--- config.mk ---
export PLATFORM = sky130hd
export DESIGN_NAME = multimode_phase_oscillator
export DESIGN_NICKNAME = d
export VERILOG_FILES = /design/src/design/mpo_pkg.sv /design/src/design/multimode_phase_oscillator.sv
export SDC_FILE = /design/constraint.sdc
export NUM_CORES = 1
export LEC_CHECK = 0
export BUFFER_PORTS_ARGS = -buffer_cell sky130_fd_sc_hd__buf_2
export CORE_MARGIN = 3
export CORE_UTILIZATION = 58
export CTS_BUF_LIST = sky130_fd_sc_hd__clkbuf_4
export DETAILED_ROUTE_END_ITERATION = 8
export HOLD_SLACK_MARGIN = 0.12
export PLACE_DENSITY = 0.78
export SETUP_SLACK_MARGIN = 0.5
export SLEW_MARGIN = 20
export SYNTH_ARGS = -nofsm -noshare
export SYNTH_HDL_FRONTEND = slang
export SYNTH_SLANG_ARGS = --single-unit
--- constraint.sdc ---
create_clock -name clock -period 18.95 [get_ports clock]
set_input_delay 1.895 -clock clock [delete_from_list [all_inputs] [get_ports clock]]
set_output_delay 1.895 -clock clock [all_outputs]
set_load 0.05 [all_outputs]
--- src/design/mpo_pkg.sv ---
`default_nettype none
package mpo_pkg;

   // number of detuned voices used by the quad modes, 1 to 3
   localparam int DetunedVoices = 3;

   localparam int PhaseWidth  = 24;
   localparam int VoiceWidth  = 16;
   localparam int SampleWidth = 8;
   localparam int ShapeWidth  = 7;
   localparam int ModeWidth   = 3;

   localparam int ReqDataWidth = 8;
   localparam int RspDataWidth = 16;
   localparam int CsrAddrWidth = 2;
   localparam int CsrDataWidth = 24;

   typedef enum logic [ModeWidth-1:0] {
      MODE_MANGLE_SAW = 3'd0,
      MODE_FOLD_TRI   = 3'd1,
      MODE_HARD_PWM   = 3'd2,
      MODE_QUAD_SAW   = 3'd3,
      MODE_QUAD_PWM   = 3'd4
   } mode_type;

   typedef enum logic [CsrAddrWidth-1:0] {
      CSR_WAVEFORM_MODE   = 2'd0,
      CSR_SHAPE_AMOUNT    = 2'd1,
      CSR_PHASE_INCREMENT = 2'd2
   } csr_index_type;

   localparam logic [SampleWidth-1:0] SampleMid   = 8'd128;
   localparam logic [SampleWidth-1:0] SampleFull  = 8'd255;
   localparam logic [SampleWidth-1:0] PwmBase     = 8'd127;
   localparam logic [SampleWidth-1:0] PwmStep     = 8'd63;
   localparam int                     SpreadShift = 13;
   localparam int                     SawShift    = 10;
   localparam int                     FoldShift   = 7;

endpackage
`default_nettype wire

--- src/design/multimode_phase_oscillator.sv ---
// multimode phase oscillator: one 8-bit sample per accepted request
// the response is registered at the edge that accepts the request
// throughput: 1 request per cycle while responses are taken; the single output register is refilled
//   while its response is taken, so back-to-back requests stream at full rate
// reset (synchronous, active high): phases, configuration and response valid clear
`default_nettype none
module multimode_phase_oscillator
   import mpo_pkg::*;
(
   input  wire                     clock,
   input  wire                     reset,
   // configuration write port
   input  wire                     csr_we,
   input  wire [CsrAddrWidth-1:0]  csr_addr,
   input  wire [CsrDataWidth-1:0]  csr_wdata,
   // request channel
   input  wire                     req_tvalid,
   output logic                    req_tready,
   input  wire [ReqDataWidth-1:0]  req_tdata,   // [0] sync_in, [7:1] zero
   // response channel
   output logic                    rsp_tvalid,
   input  wire                     rsp_tready,
   output logic [RspDataWidth-1:0] rsp_tdata    // [7:0] sample_out, [8] sync_out, [15:9] zero
);

   // configuration registers
   mode_type                   mode_ff;
   logic [ShapeWidth-1:0]      shape_ff;
   logic [PhaseWidth-1:0]      inc_ff;

   // oscillator state
   logic [PhaseWidth-1:0]      phase_ff, phase_in;
   logic [VoiceWidth-1:0]      voice_ff [DetunedVoices];
   logic [VoiceWidth-1:0]      voice_in [DetunedVoices];

   // response register
   logic                       rsp_valid_ff;
   logic [SampleWidth-1:0]     sample_ff, sample_in;
   logic                       sync_ff, sync_in;

   logic                       accept;
   logic [PhaseWidth:0]        phase_sum;
   logic [VoiceWidth-1:0]      p_int;
   logic [VoiceWidth-1:0]      inc_int;
   logic [VoiceWidth+ShapeWidth-1:0] detune_prod;
   logic [VoiceWidth-1:0]      spread;
   logic [VoiceWidth-1:0]      step;
   logic                       quad_mode;
   logic [SampleWidth-1:0]     fold_t, fold_v;
   logic [SampleWidth-1:0]     shape8;
   logic [SampleWidth-1:0]     pwm_level;
   logic [VoiceWidth-1:0]      pwm_thr;
   logic [SampleWidth-1:0]     mix;

   // output register frees up in the same cycle it is taken
   assign req_tready = !rsp_valid_ff || rsp_tready;
   assign accept     = req_tvalid && req_tready;

   assign rsp_tvalid = rsp_valid_ff;
   assign rsp_tdata  = {{(RspDataWidth-SampleWidth-1){1'b0}}, sync_ff, sample_ff};

   always_comb begin
      // main phase: optional sync clear, then the increment
      phase_sum = {1'b0, (req_tdata[0] ? {PhaseWidth{1'b0}} : phase_ff)} +
                  {1'b0, inc_ff};
      phase_in  = phase_sum[PhaseWidth-1:0];
      sync_in   = phase_sum[PhaseWidth];
      p_int     = phase_in[PhaseWidth-1 -: VoiceWidth];
      inc_int   = inc_ff[PhaseWidth-1 -: VoiceWidth];
      shape8    = {1'b0, shape_ff};

      // detune spread from the integer increment
      detune_prod = inc_int * shape_ff;
      spread      = VoiceWidth'(detune_prod >> SpreadShift) + 1'b1;
      quad_mode   = (mode_ff == MODE_QUAD_SAW) || (mode_ff == MODE_QUAD_PWM);

      // voice i steps by inc + (i + 1) * spread, chained
      step = inc_int;
      for (int i = 0; i < DetunedVoices; i++) begin
         step        = step + spread;
         voice_in[i] = quad_mode ? (voice_ff[i] + step) : voice_ff[i];
      end

      // folded triangle
      fold_t = p_int[FoldShift +: SampleWidth];
      fold_v = p_int[VoiceWidth-1] ? fold_t : ~fold_t;
      if (fold_v < shape8) begin
         fold_v = {shape_ff, 1'b0} - fold_v;
      end

      // pulse threshold shared by the pwm modes
      pwm_level = PwmBase + shape8;
      pwm_thr   = {pwm_level, {(VoiceWidth-SampleWidth){1'b0}}};

      mix = '0;
      case (mode_ff)
         MODE_QUAD_SAW: begin
            mix = SampleWidth'(p_int >> SawShift);
            for (int i = 0; i < DetunedVoices; i++) begin
               mix = mix + SampleWidth'(voice_in[i] >> SawShift);
            end
         end
         MODE_QUAD_PWM: begin
            mix = (p_int < pwm_thr) ? '0 : PwmStep;
            for (int i = 0; i < DetunedVoices; i++) begin
               mix = mix + ((voice_in[i] < pwm_thr) ? '0 : PwmStep);
            end
         end
         default: begin
            mix = '0;
         end
      endcase

      case (mode_ff)
         MODE_MANGLE_SAW: begin
            sample_in = ((p_int[VoiceWidth-1 -: SampleWidth] ^ {shape_ff, 1'b0}) & ~shape8)
                        + (shape8 >> 1);
         end
         MODE_FOLD_TRI: begin
            sample_in = fold_v;
         end
         MODE_HARD_PWM: begin
            sample_in = (p_int[VoiceWidth-1 -: SampleWidth] < pwm_level) ? '0 : SampleFull;
         end
         MODE_QUAD_SAW, MODE_QUAD_PWM: begin
            sample_in = mix;
         end
         default: begin
            // unused mode codes sit at midscale
            sample_in = SampleMid;
         end
      endcase
   end

   // configuration writes, an index beyond the list is dropped
   always_ff @(posedge clock) begin
      if (reset) begin
         mode_ff  <= MODE_MANGLE_SAW;
         shape_ff <= '0;
         inc_ff   <= '0;
      end else if (csr_we) begin
         case (csr_addr)
            CSR_WAVEFORM_MODE:   mode_ff  <= mode_type'(csr_wdata[ModeWidth-1:0]);
            CSR_SHAPE_AMOUNT:    shape_ff <= csr_wdata[ShapeWidth-1:0];
            CSR_PHASE_INCREMENT: inc_ff   <= csr_wdata[PhaseWidth-1:0];
            default: begin
            end
         endcase
      end
   end

   // phase state advances once per accepted request
   always_ff @(posedge clock) begin
      if (reset) begin
         phase_ff <= '0;
         for (int i = 0; i < DetunedVoices; i++) begin
            voice_ff[i] <= '0;
         end
      end else if (accept) begin
         phase_ff <= phase_in;
         for (int i = 0; i < DetunedVoices; i++) begin
            voice_ff[i] <= voice_in[i];
         end
      end
   end

   // response register
   always_ff @(posedge clock) begin
      if (reset) begin
         rsp_valid_ff <= 1'b0;
      end else if (accept) begin
         rsp_valid_ff <= 1'b1;
      end else if (rsp_tready) begin
         rsp_valid_ff <= 1'b0;
      end
   end

   always_ff @(posedge clock) begin
      if (accept) begin
         sample_ff <= sample_in;
         sync_ff   <= sync_in;
      end
   end

endmodule
`default_nettype wire

### Word-level counts from Yosys, hierarchy flattened

Memories as Yosys holds them, arrays and structs flattened.
Cells that the tools add are included.

* add/sub/neg operators: 17
* multipliers: 1
* div/mod/pow operators: 0
* magnitude comparators: 6
* eq/ne operators: 6
* shift operators: 0
* mux-type cells: 23
* bitwise logic cells: 7
* reduce and logical (&&, ||, !) cells: 11

Operators with widths (number)
* 16-bit two-way mux: 6
* 16-bit < comparator: 4
* 16-bit by 11-bit adder with 16-bit output: 3
* 16-bit adder: 3
* 8-bit one-hot mux with 4 select lines: 1
* 24-bit by 24-bit adder with 25-bit output: 1
* 8-bit by 6-bit adder with 8-bit output: 3
* 24-bit two-way mux: 1
* 6-bit two-way mux: 4
* 8-bit two-way mux: 3
* 16-bit by 7-bit multiplier with 23-bit output: 1
* 7-bit by 6-bit adder with 8-bit output: 2
* 8-bit one-hot mux with 2 select lines: 1
* 6-bit by 6-bit adder with 7-bit output: 2
* 10-bit by 1-bit adder with 11-bit output, second input constant: 1
* 7-bit by 7-bit adder with 8-bit output, first input constant: 1
* 8-bit bitwise AND: 1
* 8-bit by 7-bit < comparator with 1-bit output: 1
* 8-bit < comparator: 1
* 7-bit NOT with 8-bit output: 1
* 8-bit NOT: 1
* 8-bit subtractor: 1
* 8-bit XOR: 1
* 1-bit two-way mux: 7
* other kinds (14): 20

* register bits: 68
* bits in latches: 0
* RAM bits: 48
* memory bits (read-only): 0
* input bits: 39
* logic and storage cells: 79
* memories kept: 1

Memories
* voice_ff: depth 3, width 16, read ports 3, clocked after memory_dff 0, write ports 3, line multimode_phase_oscillator.sv:33 `logic [VoiceWidth-1:0] voice_ff [DetunedVoices];`

### Longest topological paths before layout

* depth in word-level cells: 12
* depth in mapped cells: 61
* gate-level depth less buffers: 60

### Least setup slack after synthesis

OpenSTA, ideal clock, no wires.

* kind: reg-to-reg
* from: register shape_ff[2]
* to: register sample_ff[4], data pin
* arrival time: 12.569 ns
* slack: 6.110 ns
* stages on the path, launching flop included: 55
* cell sequence: dfxtp_1 clkbuf_1 clkbuf_1 and2_1 fa_1 fa_1 fa_1 inv_1 fa_1 inv_1 ha_1 a211o_1 a21oi_1 nand3b_1 o211ai_1 inv_1 ha_1 nor2b_1 [19 not listed] o41ai_1 xnor3_1 or3_1 nand2_1 ha_1 and4_1 a221oi_1 o21a_1 fa_1 fa_1 inv_1 ha_1 inv_1 fa_1 inv_1 fa_1 a21boi_0 o211ai_1

RTL lines
* from (decl): line multimode_phase_oscillator.sv:28 `logic [ShapeWidth-1:0] shape_ff;`
* from (signal assigned): line multimode_phase_oscillator.sv:144 `CSR_SHAPE_AMOUNT: shape_ff <= csr_wdata[ShapeWidth-1:0];`
* to (signal assigned): line multimode_phase_oscillator.sv:180 `sample_ff <= sample_in;`
* to (decl): line multimode_phase_oscillator.sv:38 `logic [SampleWidth-1:0] sample_ff, sample_in;`

==> results by group <==
Critical path
  • Setup CP Type: flip-flop to flip-flop
  • CP most frequent cell: fa_1
  • Max incr delay on CP: between 0.6 and 0.7 ns
  • Crit-path max FO: 7
  • Worst path required time: roughly 19 ns
  • Crit-path slowest cell: dfxtp_1
  • CP Launch Type: flip-flop
  • Element type at the critical path end: flip-flop
  • WP data arrival: 14.95 ns

Timing
  • Fmax: 0.0684 GHz
  • Pins over their slew limit: 0
  • Final period util: between 70% and 80%
  • RSZ-0062 raised after global routing: no
  • Clock skew: 0.0345 ns
  • Max_slew headroom: between 20% and 30%
  • Crit path time final: ~15 ns
  • Final Setup Violations: 0
  • Hold Vio Cnt, Final: 0
  • Total Neg Setup Slack: 0 ns
  • Worst-margin pin slew: ~1.1 ns

Synthesis
  • Cell area after synthesis: 15,600 sq um
  • Post-Synthesis Cells: 1,854
  • Register bit total from synthesis: roughly 120
  • Synth warn: 0
  • Post-synthesis area per instance: about 8.4 sq um
  • Top FF cell, synth: dfxtp_1
  • FFs w/ async S/R, synth: 0%
  • Post-synth EDFFs: 57
  • Post-synthesis sequential area ratio: approximately 19%
  • Unique masters post-synth: 82

Cells and area
  • Layout cells sized above 1: under 10%
  • Commonest non-fill, non-tap cells in the layout: ha_1, nand2_1, inv_1
  • Most common cell after layout, fill and taps aside: ha_1
  • Non-filler cells, final: between 2,000 and 2,500
  • Area growth, synth to finish: 5.08%
  • Final #Nets: 2,201
  • Fin util: 62.4%

Clocking
  • CTS tree: done
  • Clk sinks: roughly 120
  • H-tree levels: 4
  • Worst skew pair latency: about 0.6 ns
  • # resized after CTS: 0
  • Setup bufs post-CTS: 0
  • Cts bufs inserted: 17
  • Max clock buf depth: 2
  • Root Driver: clkbuf_4
  • Post-CTS Hold Fix Bufs: 0
  • Clk slew on worst S/H paths: between 0.1 and 0.15 ns

Drt
  • Antenna Violating Nets Remaining: 0
  • Vias: 13,400
  • Final WL: 39.3 mm
  • Detailed Routing Iterations Pass 1: 7
  • DR iter-0 viols: between 900 and 1,000
  • DRC: 0
  • DR WL/cell: 17.7 microns
  • Via/cell ratio: 6.04

Worst hold path
  • Tightest Hold Check Type: flip-flop to flip-flop

Placed design
  • Detailed placement HPWL: roughly 30 mm
  • Placed cells: between 2,000 and 2,500
  • PortBufs: 42
  • RD Place Congestion: ~0.94

Pwr
  • Peak VDD IR: 0.0409 mV
  • Leak Pwr: a little over 8 nW
  • PD cells: roughly 46 nW/um^2

Global route
  • Tot GR Track Use: roughly 28%
  • Largest net degree at the start of global routing: 65
  • Global-route wire length before repair: between 60 and 70 mm
  • Overflow after GRT: 0
  • Initial antenna violation count: 1
  • Vias in the first global route: 13,200

Die
  • Die height: around 170 microns
  • Starting density of the core: about 59%
  • Die area: between 20,000 and 30,000 sq um
  • Floorplan core area: between 20,000 and 30,000 sq um
  • Io pins: 57
  • FP Rows: 59
  • DIE WIDTH: roughly 170 microns

Job
  • Max-Cap Viols: 0

Run status
  • Status: finished clean
==> logic make-up (layout without fill, tap and decap cells) <==
| group | after synthesis | in the layout | share of synthesized area, % |
|---|---|---|---|
| fa+ha+maj | 301 | 301 | 29.1 |
| mux | 27 | 27 | 1.83 |
| other cells | 1 | 10 | 0.0241 |
| simple gates | 614 | 614 | 19.0 |
| compound gates | 417 | 417 | 17.8 |
| buf+inv | 251 | 267 | 6.27 |
| flops | 116 | 116 | 18.6 |
| xor+xnor | 127 | 127 | 7.32 |
==> layer usage <==
metal	part of all wire, %	track usage [%]
met1	43	35.5
met2	47	47.3
met3	6.5	4.09
met4	3.7	10.4
met5	0	0
==> metrics by stage <==
step / power, mW / hold WS (ns) / setup slack [ns] / cell area [sq um]
floorplan: 0.476 / 0.427 / 6.11 / 15600
global placement: 0.529 / 0.433 / 4.69 / 16000
detailed placement: 0.540 / 0.444 / 4.41 / 16000
CTS: 0.753 / 0.462 / 4.37 / 16300
global route: 0.797 / 0.473 / 3.40 / 16400
finish: 0.753 / 0.459 / 4.33 / 16400
==> path summary, 6_finish.rpt <==
path / depth (start not counted) / slack [ns] / end / start
hold reg to reg: 2 / 0.46 / phase_ff[8]$_SDFFE_PP0P_ / phase_ff[8]$_SDFFE_PP0P_
hold / removal: 2 / 0.46 / phase_ff[8]$_SDFFE_PP0P_ / phase_ff[8]$_SDFFE_PP0P_
setup / recovery: 53 / 4.33 / sample_ff[4]$_DFFE_PP_ / inc_ff[8]$_SDFFE_PP0P_
setup reg to reg: 53 / 4.33 / sample_ff[4]$_DFFE_PP_ / inc_ff[8]$_SDFFE_PP0P_
==> critical path: cells and delay by family (launching register included) <==
kind	cells	cell delay (ns)
compound gates	16	3.74
flops	1	0.67
simple gates	10	1.76
buf+inv	7	0.51
xor+xnor	4	1.36
fa+ha+maj	16	6.27
==> cell type report <==
type	instances	area (sq um)
antenna	3	7.51
clock buffer	17	128
clock inverter	15	179
fill	2205	9850
inverter	178	668
multi-input combinational	1493	11700
sequential	116	2890
tap	335	419
timing repair buffer	57	327
==> flip-flops by register name (all words and copies together) (netlist names) <==
name        flops
sample_ff       8
rsp_tvalid      1
phase_ff       24
sync_ff         1
voice_ff       48
shape_ff        7
mode_ff         3
inc_ff         24
==> synth_stat cells, drive strengths merged, types with 3 or more instances <==
cell / n / area, sq um
ha: 196 / 2450
nand2: 195 / 732
inv: 178 / 668
a21oi: 153 / 769
nor2: 141 / 529
fa: 103 / 2060
xnor2: 89 / 780
and2: 85 / 532
dfxtp: 59 / 1180
clkbuf: 58 / 218
edfxtp: 57 / 1710
a21o: 55 / 413
o21ai: 52 / 264
nor2b: 41 / 257
xor2: 36 / 315
nor3: 32 / 160
mux2i: 25 / 263
nand3: 25 / 125
a211oi: 22 / 165
o21a: 21 / 158
and3: 20 / 125
nand2b: 20 / 125
o211ai: 17 / 128
buf: 15 / 90.1
o21bai: 12 / 90.1
nand4: 10 / 62.6
or3: 10 / 62.6
a31oi: 9 / 56.3
nor4: 9 / 56.3
or2: 8 / 50.1
a21boi: 7 / 52.6
o22ai: 7 / 43.8
o311ai: 7 / 78.8
a211o: 6 / 52.6
nor3b: 6 / 45.0
a2111oi: 5 / 62.6
o31ai: 5 / 42.5
a221oi: 4 / 52.6
a22oi: 4 / 30.0
and4: 4 / 35.0
nand3b: 4 / 30.0
o2111ai: 4 / 35.0
o31a: 3 / 26.3
o41ai: 3 / 33.8
==> where the power goes <==
part	total [mW]	internal (mW)	leakage, nW	switching, mW
registers	0.287	0.276	1.08	0.0114
logic	0.251	0.0962	6.87	0.155
clock network	0.215	0.0926	0.160	0.123
Note: power is estimated with default switching activity, not from simulation.
